## config.mk

```make
export PLATFORM = sky130hd
export DESIGN_NAME = deadline_timer_queue_top
export DESIGN_NICKNAME = d
export VERILOG_FILES = /design/src/rtl/core/dtq_pkg.sv /design/src/rtl/core/dtq_ram.sv /design/src/rtl/core/dtq_cmp.sv /design/src/rtl/core/deadline_timer_queue_top.sv
export SDC_FILE = /design/constraint.sdc
export NUM_CORES = 1
export LEC_CHECK = 0
export BUFFER_PORTS_ARGS = -buffer_cell sky130_fd_sc_hd__buf_2
export CORE_UTILIZATION = 62
export CTS_CLUSTER_DIAMETER = 40
export CTS_CLUSTER_SIZE = 25
export DETAILED_ROUTE_END_ITERATION = 16
export GPL_ROUTABILITY_DRIVEN = 0
export HOLD_SLACK_MARGIN = 0.08
export PLACE_DENSITY = 0.79
export SLEW_MARGIN = 20
export SYNTH_ARGS = -nofsm -noshare
export SYNTH_HDL_FRONTEND = slang
export SYNTH_SLANG_ARGS = --single-unit
```

## constraint.sdc

```tcl
create_clock -name clock -period 6.19 [get_ports clock]
set_input_delay 1.5475 -clock clock [delete_from_list [all_inputs] [get_ports clock]]
set_output_delay 1.5475 -clock clock [all_outputs]
set_load 0.01 [all_outputs]
```

## src/rtl/core/dtq_pkg.sv

```systemverilog
`timescale 1ns / 1ps
// ---------------------------------------------------------------------------
// dtq_pkg - shared types and constants of the deadline timer queue
// words on both channels, table entry layout, sequencer states
// ---------------------------------------------------------------------------
package dtq_pkg;

   localparam int DEPTH_DEF   = 16;
   localparam int MAX_RESULTS = 16;
   localparam int TIME_W      = 32;
   localparam int HANDLE_W    = 16;
   localparam int DELAY_W     = 16;

   localparam logic       CMD_ADD  = 1'b0;
   localparam logic       CMD_TICK = 1'b1;

   localparam logic [1:0] KIND_ACCEPT = 2'd0;
   localparam logic [1:0] KIND_REJECT = 2'd1;
   localparam logic [1:0] KIND_FIRED  = 2'd2;

   typedef struct packed {
      logic                command;
      logic [HANDLE_W-1:0] handle;
      logic [DELAY_W-1:0]  delay;
   } req_type;

   typedef struct packed {
      logic [1:0]          kind;
      logic [HANDLE_W-1:0] fired_handle;
      logic                last;
   } rsp_type;

   typedef struct packed {
      logic [TIME_W-1:0]   deadline;
      logic [HANDLE_W-1:0] handle;
   } entry_type;

   typedef struct packed {
      logic later;
      logic expired;
   } cmp_flags_type;

   typedef enum logic [2:0] {
      ST_IDLE,
      ST_INS_RD,
      ST_INS_CMP,
      ST_FIRE_RD,
      ST_FIRE_CMP,
      ST_FINISH
   } state_type;

endpackage

```

## src/rtl/core/dtq_ram.sv

```systemverilog
`timescale 1ns / 1ps
// ---------------------------------------------------------------------------
// dtq_ram - generic single write, single read ram
// one write port, one read port with registered read data
// ---------------------------------------------------------------------------
module dtq_ram #(
   parameter int WIDTH = 8,
   parameter int DEPTH = 16
) (
   input  logic                     clock,
   input  logic                     wr_en,
   input  logic [$clog2(DEPTH)-1:0] wr_addr,
   input  logic [WIDTH-1:0]         wr_data,
   input  logic [$clog2(DEPTH)-1:0] rd_addr,
   output logic [WIDTH-1:0]         rd_data
);

   logic [WIDTH-1:0] mem_ff [DEPTH];
   logic [WIDTH-1:0] rd_data_ff;

   always_ff @(posedge clock) begin
      if (wr_en) begin
         mem_ff[wr_addr] <= wr_data;
      end
      rd_data_ff <= mem_ff[rd_addr];
   end

   assign rd_data = rd_data_ff;

endmodule

```

## src/rtl/core/dtq_cmp.sv

```systemverilog
`timescale 1ns / 1ps
// ---------------------------------------------------------------------------
// dtq_cmp - shared wrap-safe time comparator
// one 32-bit subtractor used for sort order and for expiry
// ---------------------------------------------------------------------------
module dtq_cmp (
   input  logic [dtq_pkg::TIME_W-1:0] op_a,
   input  logic [dtq_pkg::TIME_W-1:0] op_b,
   output dtq_pkg::cmp_flags_type     flags
);
   import dtq_pkg::*;

   logic [TIME_W-1:0] diff;

   assign diff = op_a - op_b;

   // a after b: nonzero difference in the forward half of the wrap
   assign flags.later   = (diff != '0) && !diff[TIME_W-1];
   // a at or after b
   assign flags.expired = !diff[TIME_W-1];

endmodule

```

## src/rtl/core/deadline_timer_queue_top.sv

```systemverilog
`timescale 1ns / 1ps
// ---------------------------------------------------------------------------
// deadline_timer_queue_top - sorted table of pending timers
// add and tick words in, accept, reject and fired words out
// ---------------------------------------------------------------------------
// a tick or a rejected add walks the front of the table for fired timers, then closes;
// an accepted add first shifts each entry with a later deadline, then places the new one
// the walk is bounded by DEPTH and MAX_RESULTS and is set by the one ram read
// port walked by the sequencer; a stalled result adds its stall; one word at a time
// reset: synchronous, clears the clock, count, head, sequencer and output valid;
// table contents need no clearing since only live entries are read
// ---------------------------------------------------------------------------
module deadline_timer_queue_top #(
   parameter int DEPTH = dtq_pkg::DEPTH_DEF
) (
   input  logic             clock,
   input  logic             reset,
   input  logic             req_valid,
   output logic             req_stall,
   input  dtq_pkg::req_type req_data,
   output logic             rsp_valid,
   input  logic             rsp_stall,
   output dtq_pkg::rsp_type rsp_data
);
   import dtq_pkg::*;

   localparam int IW = (DEPTH > 1) ? $clog2(DEPTH) : 1;
   localparam int CW = $clog2(DEPTH + 1);
   localparam int PW = CW + 1;
   localparam int NW = $clog2(MAX_RESULTS + 1);
   localparam int EW = $bits(entry_type);

   // sequencer and control state
   state_type         state_ff, state_in;
   logic [TIME_W-1:0] time_ff, time_in;
   logic [CW-1:0]     count_ff, count_in;
   logic [IW-1:0]     head_ff, head_in;
   logic [CW-1:0]     pos_ff, pos_in;
   logic [NW-1:0]     n_ff, n_in;
   logic              hold_valid_ff, hold_valid_in;
   logic              rsp_valid_ff, rsp_valid_in;

   // payload registers
   logic [TIME_W-1:0] new_dl_ff, new_dl_in;
   logic [1:0]        hold_kind_ff, hold_kind_in;
   logic [HANDLE_W-1:0] hold_handle_ff, hold_handle_in;
   rsp_type           rsp_data_ff, rsp_data_in;

   // table ram and shared comparator
   logic          wr_en;
   logic [IW-1:0] wr_addr;
   entry_type     wr_entry;
   logic [IW-1:0] rd_addr;
   entry_type     rd_entry;
   logic [EW-1:0] rd_raw;
   logic [TIME_W-1:0] cmp_a, cmp_b;
   cmp_flags_type cmp_flags;
   logic          out_free;

   // logical table position to ram address, ring starting at head
   function automatic logic [IW-1:0] phys(input logic [IW-1:0] head,
                                          input logic [CW-1:0] pos);
      logic [PW-1:0] sum;
      sum = PW'(head) + PW'(pos);
      if (sum >= PW'(DEPTH)) begin
         sum = sum - PW'(DEPTH);
      end
      return sum[IW-1:0];
   endfunction

   dtq_ram #(
      .WIDTH (EW),
      .DEPTH (DEPTH)
   ) u_ram (
      .clock   (clock),
      .wr_en   (wr_en),
      .wr_addr (wr_addr),
      .wr_data (wr_entry),
      .rd_addr (rd_addr),
      .rd_data (rd_raw)
   );

   assign rd_entry = entry_type'(rd_raw);

   dtq_cmp u_cmp (
      .op_a  (cmp_a),
      .op_b  (cmp_b),
      .flags (cmp_flags)
   );

   // output register frees when empty or being taken this cycle
   assign out_free  = !rsp_valid_ff || !rsp_stall;
   assign req_stall = (state_ff != ST_IDLE);
   assign rsp_valid = rsp_valid_ff;
   assign rsp_data  = rsp_data_ff;

   always_ff @(posedge clock) begin
      if (reset) begin
         state_ff      <= ST_IDLE;
         time_ff       <= '0;
         count_ff      <= '0;
         head_ff       <= '0;
         pos_ff        <= '0;
         n_ff          <= '0;
         hold_valid_ff <= 1'b0;
         rsp_valid_ff  <= 1'b0;
      end else begin
         state_ff      <= state_in;
         time_ff       <= time_in;
         count_ff      <= count_in;
         head_ff       <= head_in;
         pos_ff        <= pos_in;
         n_ff          <= n_in;
         hold_valid_ff <= hold_valid_in;
         rsp_valid_ff  <= rsp_valid_in;
      end
      new_dl_ff      <= new_dl_in;
      hold_kind_ff   <= hold_kind_in;
      hold_handle_ff <= hold_handle_in;
      rsp_data_ff    <= rsp_data_in;
   end

   always_comb begin
      state_in       = state_ff;
      time_in        = time_ff;
      count_in       = count_ff;
      head_in        = head_ff;
      pos_in         = pos_ff;
      n_in           = n_ff;
      hold_valid_in  = hold_valid_ff;
      hold_kind_in   = hold_kind_ff;
      hold_handle_in = hold_handle_ff;
      new_dl_in      = new_dl_ff;
      rsp_data_in    = rsp_data_ff;
      rsp_valid_in   = rsp_valid_ff && rsp_stall;

      wr_en    = 1'b0;
      wr_addr  = phys(head_ff, pos_ff);
      wr_entry = '{deadline: new_dl_ff, handle: hold_handle_ff};
      // the front entry is read unless the insert walk needs another one
      rd_addr  = head_ff;

      // shared comparator: sort order while inserting, expiry otherwise
      if (state_ff == ST_INS_CMP) begin
         cmp_a = rd_entry.deadline;
         cmp_b = new_dl_ff;
      end else begin
         cmp_a = time_ff;
         cmp_b = rd_entry.deadline;
      end

      case (state_ff)
         ST_IDLE: begin
            if (req_valid) begin
               if (req_data.command == CMD_TICK) begin
                  // tick: advance time, go straight to the expiry walk
                  time_in       = time_ff + TIME_W'(1);
                  n_in          = '0;
                  hold_valid_in = 1'b0;
                  state_in      = ST_FIRE_RD;
               end else begin
                  // add status word is held until we know whether it is last
                  n_in           = NW'(1);
                  hold_valid_in  = 1'b1;
                  hold_handle_in = req_data.handle;
                  if (count_ff == CW'(DEPTH)) begin
                     hold_kind_in = KIND_REJECT;
                     state_in     = ST_FIRE_RD;
                  end else begin
                     hold_kind_in = KIND_ACCEPT;
                     new_dl_in    = time_ff + TIME_W'(req_data.delay);
                     pos_in       = count_ff;
                     state_in     = ST_INS_RD;
                  end
               end
            end
         end
         ST_INS_RD: begin
            if (pos_ff == '0) begin
               // reached the front: new entry goes in slot zero
               wr_en    = 1'b1;
               count_in = count_ff + CW'(1);
               state_in = ST_FIRE_RD;
            end else begin
               rd_addr  = phys(head_ff, pos_ff - CW'(1));
               state_in = ST_INS_CMP;
            end
         end
         ST_INS_CMP: begin
            wr_en = 1'b1;
            if (cmp_flags.later) begin
               // shift the later entry one place towards the tail
               wr_entry = rd_entry;
               pos_in   = pos_ff - CW'(1);
               state_in = ST_INS_RD;
            end else begin
               // equal or earlier deadline ahead: insert behind it
               count_in = count_ff + CW'(1);
               state_in = ST_FIRE_RD;
            end
         end
         ST_FIRE_RD: begin
            if (count_ff != '0 && n_ff < NW'(MAX_RESULTS)) begin
               state_in = ST_FIRE_CMP;
            end else begin
               state_in = ST_FINISH;
            end
         end
         ST_FIRE_CMP: begin
            if (!cmp_flags.expired) begin
               state_in = ST_FINISH;
            end else if (!hold_valid_ff || out_free) begin
               // push the held word out as not last, hold the fired one
               if (hold_valid_ff) begin
                  rsp_valid_in = 1'b1;
                  rsp_data_in  = '{kind: hold_kind_ff, fired_handle: hold_handle_ff,
                                   last: 1'b0};
               end
               hold_valid_in  = 1'b1;
               hold_kind_in   = KIND_FIRED;
               hold_handle_in = rd_entry.handle;
               head_in        = (head_ff == IW'(DEPTH - 1)) ? '0 : head_ff + IW'(1);
               count_in       = count_ff - CW'(1);
               n_in           = n_ff + NW'(1);
               state_in       = ST_FIRE_RD;
            end
         end
         ST_FINISH: begin
            if (!hold_valid_ff) begin
               // idle tick, nothing to report
               state_in = ST_IDLE;
            end else if (out_free) begin
               rsp_valid_in  = 1'b1;
               rsp_data_in   = '{kind: hold_kind_ff, fired_handle: hold_handle_ff,
                                 last: 1'b1};
               hold_valid_in = 1'b0;
               state_in      = ST_IDLE;
            end
         end
         default: begin
            state_in = ST_IDLE;
         end
      endcase
   end

endmodule

```

# After elaboration in Yosys (flattened, before gate mapping)

Memory sizes are Yosys's and may differ from the RTL's. A register that Yosys moved wholly into a read port is not among the register bits.
Cells that the tools add are included.

Magnitude comparators: 3
Add/subtract/negate cells: 12
Reductions and logical operators: 29
Eq/ne operators: 20
Multiplexer cells: 69
Bitwise logic cells: 3

Operators with widths:

| operator              | count |
|---|---|
| $mux 48               | 2 |
| $mux 19               | 5 |
| $mux 16               | 4 |
| $mux 32               | 2 |
| $mux 5                | 11 |
| $pmux 19 s2           | 1 |
| $add 32x1->32 const B | 1 |
| $add 32x16->32        | 1 |
| $pmux 16 s2           | 1 |
| $reduce_bool 32->1    | 1 |
| $sub 32x32->32        | 1 |
| $ne 2x2->1 const B    | 11 |
| $mux 4                | 5 |
| $pmux 5 s2            | 2 |
| $mux 1                | 18 |
| $pmux 3 s6            | 1 |
| $mux 3                | 5 |
| $pmux 5 s3            | 1 |
| $reduce_and 5->1      | 3 |
| $mux 2                | 7 |
| $add 4x5->6           | 2 |
| $ge 6x5->1 const B    | 2 |
| $reduce_and 4->1      | 3 |
| $add 5x1->5 const B   | 2 |
| 25 further kinds      | 44 |

Output and inout bits: 21
Memories: 1
Register bits: 125
Word-level logic and storage cells: 151
Input bits: 37
RAM bits: 768

Memories:

| memory       | words | width | read ports | clocked after Yosys merged registers in | write ports | RTL line      | source |
|---|---|---|---|---|---|---|---|
| u_ram.mem_ff | 16    | 48    | 1          | 1                                       | 1           | dtq_ram.sv:18 | `logic [WIDTH-1:0] mem_ff [DEPTH];` |

# Depth between registers and ports, before layout

Depth in word-level cells: 7
Depth in mapped cells: 21
Gate-level depth less buffers: 18

# By module

Synthesis repeated with hierarchy kept, for this count alone.

Cell total of the unflattened synthesis: 2344
Area, all modules: 39542.9 µm²

By module, submodules not included:

| module                   | area an instance (µm²) | instances | cells an instance |
|---|---|---|---|
| dtq_ram                  | 29694.7                | 1         | 1242 |
| deadline_timer_queue_top | 7901.3                 | 1         | 804 |
| dtq_cmp                  | 1946.9                 | 1         | 298 |

# Least setup slack after synthesis

Ideal clock, no wire load.

Path type: reg-to-reg
Start: register state_ff[2]
End: register hold_handle_ff[0] (enable)
Setup time: 401 ps
Arrival time: 5281 ps
Path buffers: 4
Stages on the path, launching flop included: 18
Slack: 508 ps
Cells stage by stage: dfxtp_1 > buf_4 > nor3_2 > clkbuf_1 > clkbuf_1 > mux2i_1 > ha_1 > clkbuf_1 > and4_1 > nand2_1 > nor3_1 > a21bo_2 > a221oi_1 > o21ai_1 > xor2_1 > nor2_1 > o21ai_0 > a21oi_1

Cells in the longest elaborated chain, start to end: 5

Ends and longest elaborated chain:

| item                                | RTL line                        | source |
|---|---|---|
| start: declaration                  | deadline_timer_queue_top.sv:34  | `state_type state_ff, state_in;` |
| start signal: assignment            | deadline_timer_queue_top.sv:108 | `state_ff <= state_in;` |
| $eq 3x2->1                          | deadline_timer_queue_top.sv:144 | `if (state_ff == ST_INS_CMP) begin` |
| $mux 32                             | deadline_timer_queue_top.sv:144 |  |
| $sub 32x32->32                      | dtq_cmp.sv:15                   | `assign diff = op_a - op_b;` |
| $ne 2x2->1 (no source line)         | --                              |  |
| $reduce_and 5->1 (no source line) * | --                              |  |
| end signal: assignment              | deadline_timer_queue_top.sv:119 | `hold_handle_ff <= hold_handle_in;` |
| end: declaration                    | deadline_timer_queue_top.sv:46  | `logic [HANDLE_W-1:0] hold_handle_ff, hold_handle_in;` |

Every way passes the cells marked *; elsewhere a longest branch is shown, timed or not.
A chain may end at the register's enable or synchronous reset.

# Worst setup path after layout

Start: register state_ff[1]
End: memory u_ram.mem_ff[0][26] in the netlist's numbering, data pin

Cells in the longest elaborated chain, start to end: 7

Ends and longest elaborated chain:

| item                                                  | RTL line                                                         | source |
|---|---|---|
| $eq 3x2->1 *                                          | deadline_timer_queue_top.sv:144, deadline_timer_queue_top.sv:152 |  |
| $mux 32                                               | deadline_timer_queue_top.sv:144                                  |  |
| $sub 32x32->32                                        | dtq_cmp.sv:15                                                    |  |
| $reduce_bool 32->1 or $logic_not 1->1 (tied branches) | dtq_cmp.sv:18                                                    | `assign flags.later = (diff != '0) && !diff[TIME_W-1];` |
| $logic_and 1x1->1                                     | dtq_cmp.sv:18                                                    |  |
| $mux 48                                               | deadline_timer_queue_top.sv:191                                  | `if (cmp_flags.later) begin` |
| $mux 48 *                                             | deadline_timer_queue_top.sv:152                                  | `case (state_ff)` |
| via u_ram.wr_data[26]                                 | dtq_ram.sv:13                                                    | `input logic [WIDTH-1:0] wr_data,` |
| end: declaration                                      | dtq_ram.sv:18                                                    |  |

The timed path passes the listed nets; every way through them passes the cells marked *.

==> impl_metrics.tcl <==
set metrics [dict create \
    status "completed" \
    hold_path_class "reg2reg" \
    crit_start "state_ff[1]" \
    ys_seq_elements 941 \
    dieArea_sq_mm 0.0669 \
    synth_nets 3325 \
    worst-r2r-cell-count 18 \
    core_area_sq_mm 0.0648 \
    drive_gt1_share_pct 12.2 \
    grt_max_degree 159 \
    drt_wl_total_um 100000 \
    design_area_sq_mm 0.0459 \
    antenna_found_initial 4 \
    hold-path-cell-count 0 \
    drc 0 \
    ys_warn_count 0 \
    cp-end-kind "register" \
    vias_per_cell 6.49 \
    p_leak_nw 15.8 \
    yosysSeqAreaShare_pct 66.7 \
    startpoint_type "register" \
    period_needed_ps 5880 \
    worstHoldStart "hold_handle_ff[1]" \
    synthFlopType "edfxtp_1" \
    setup_viol 0 \
    ir_drop_uv 249 \
    finalNetCount 3340 \
    via_count 27200 \
    cts_inserted_buffers 108 \
    rsz0062_at_grt "false" \
    syn_avg_cell_area_sq_um 12.7 \
    post_cts_buffers 0 \
    fillers 4000 \
    hold_buffers 0 \
    syn_area_sq_mm 0.0408 \
    synth_cell_types 86 \
    area_growth_pct 12.3 \
    clk_latency_ps 700 \
    mostFrequentLayoutCells "edfxtp_1, nand2_1, a211oi_1, and2_1, a21oi_1" \
    postCtsResizedCells 0 \
    initial_core_util_pct 63.0 \
    grtUsageTotal_pct 30.0 \
    finalHoldViolCount 0 \
    async_flop_share_pct 0 \
    crit_fanout 72 \
    clock.fmax_ghz 0.170 \
    final_common_cell "edfxtp_1" \
    setup_tns_ps 0 \
    cap_violations 0 \
    htreeDepth 3 \
    worst_slew_pin_slew_ps 1120 \
    p_per_area_mw_per_mm2 417 \
    drt_pass1_iterations 6 \
    rows 93 \
    clock_path_buffers 3 \
    slew_violations 0 \
    maxSlewHeadroom_pct 25.5 \
    finClkSkew_ps 84.0 \
    clkTransAtPathRegs_ps 70 \
    die_x_um 259 \
    pin_count 58 \
    die_h_um 259 \
    root_buffer "clkbuf_16" \
    postSynthCellCount 3223 \
    cts_sinks 941 \
    post-route-period-util_pct 94.9 \
    crit_required_ps 6580 \
    routedWlPerCell_um 23.9 \
    cts_tree "built" \
    rrSetupSlack_ps 310 \
    arrival_ps 6270 \
    timing.rr.start "state_ff[1]" \
    drtAntennaViolNets 0 \
    port_buffers 57 \
    drt_iter0_drc 3516 \
    overflow 0 \
    dp_hpwl_um 55300 \
    crit_type "reg2reg" \
    grt_pass1_wl_um 152000 \
    synth-edff-count 837 \
    placed_cell_area_sq_mm 0.0421 \
    grt_pass1_vias 26600 \
]
==> path summary, 6_finish.rpt <==
path / end
worst max-delay path: u_ram.mem_ff[0][26]
worst min register to register: rsp_data[2]
worst min-delay path: rsp_data[2]
worst max register to register: u_ram.mem_ff[0][26]
==> layout make-up <==
| type | instances | area (sq um) | area share [%] |
|---|---|---|---|
| repair buffers | 111 | 816 | 1.78 |
| flip-flops and latches | 941 | 27200 | 59.3 |
| clock buffers | 119 | 2790 | 6.07 |
| diodes | 1 | 2.50 | 0.00546 |
| multi-input cells | 2041 | 12900 | 28.0 |
| well taps | 855 | 1070 | 2.33 |
| clock inverters | 86 | 988 | 2.16 |
| inverters | 35 | 131 | 0.286 |
==> through the flow <==
stage	utilization, %	total power, W	worst slack (ps)	hold WS (ps)	std cells
after floorplan	-	0.0114	508	400	3223
after global placement	64.9	0.0124	734	407	3983
after detailed placement	64.9	0.0126	546	425	3983
after CTS	70.8	0.0191	477	448	4188
after global routing	70.8	0.0199	8.44	452	4189
final	70.8	0.0191	314	442	4189
==> cell usage after synthesis, types with 7 or more instances <==
| library cell | instances | area, sq um |
|---|---|---|
| a211oi_1 | 248 | 1860 |
| a21o_1 | 20 | 150 |
| a21oi_1 | 156 | 781 |
| a311oi_1 | 97 | 850 |
| a31oi_1 | 108 | 676 |
| and2_0 | 8 | 50.1 |
| and2_1 | 196 | 1230 |
| and3_1 | 14 | 87.6 |
| buf_1 | 16 | 60.1 |
| buf_2 | 7 | 35.0 |
| clkbuf_1 | 172 | 646 |
| dfxtp_1 | 104 | 2080 |
| edfxtp_1 | 837 | 25100 |
| ha_1 | 60 | 751 |
| inv_1 | 34 | 128 |
| mux2_2 | 50 | 563 |
| mux2i_1 | 41 | 410 |
| nand2_1 | 597 | 2240 |
| nand3_1 | 41 | 205 |
| nand4_1 | 13 | 81.3 |
| nor2_1 | 102 | 383 |
| nor2b_1 | 8 | 50.1 |
| nor3_1 | 23 | 115 |
| nor4_1 | 11 | 68.8 |
| o211ai_1 | 8 | 60.1 |
| o21a_1 | 11 | 82.6 |
| o21ai_0 | 34 | 170 |
| or3_1 | 9 | 56.3 |
| xnor2_1 | 48 | 420 |
| xor2_1 | 41 | 359 |
==> where the power goes <==
group | internal (W) | leakage [nW] | switching, W | total [W]
Combinational | 0.00157 | 5.58 | 0.00302 | 0.00459
Sequential | 0.00769 | 8.43 | 0.000359 | 0.00805
Clock | 0.00362 | 1.82 | 0.00286 | 0.00648
==> routing by layer <==
layer	global-route usage (%)	part of all wire, %	vias up
met5	0	0.013	-
met4	12.9	3.6	2
met3	5.95	11	260
met2	47.3	47	1492
met1	41.0	38	13300
li1	-	-	12200
==> registers in the layout (all words and copies together) (netlist names) <==
register / flops
hold_handle_ff: 16
hold_valid_ff: 1
count_ff: 5
new_dl_ff: 32
u_ram.rd_data: 48
hold_kind_ff: 2
u_ram.mem_ff: 768
state_ff: 3
rsp_data: 19
n_ff: 5
pos_ff: 5
head_ff: 4
time_ff: 32
rsp_valid: 1
==> critical path, stage by stage (launching register included) <==
cell and delay (ps):
dfxtp_1 590, inv_1 190, nor3_4 190, buf_12 310
mux2i_1 270, ha_1 220, inv_1 80, fa_1 480
a21oi_1 240, o221a_4 250, o21ai_0 190, a21o_1 240
a21oi_1 190, xnor2_1 90, nor4_1 470, nand4_2 330
nand2_2 170, buf_12 370, mux2_2 520
==> logic make-up after synthesis <==
group,count (synthesis),share of synthesized area [%]
adders and majority gates,65,2.08
DFF,941,66.7
muxes,91,2.38
buffers and inverters,241,2.37
xor gates and xnor gates,89,1.91
and+or+nand+nor,1056,11.9
AOI/OAI and AO/OA,740,12.7
(Power assumes the default switching activity.)
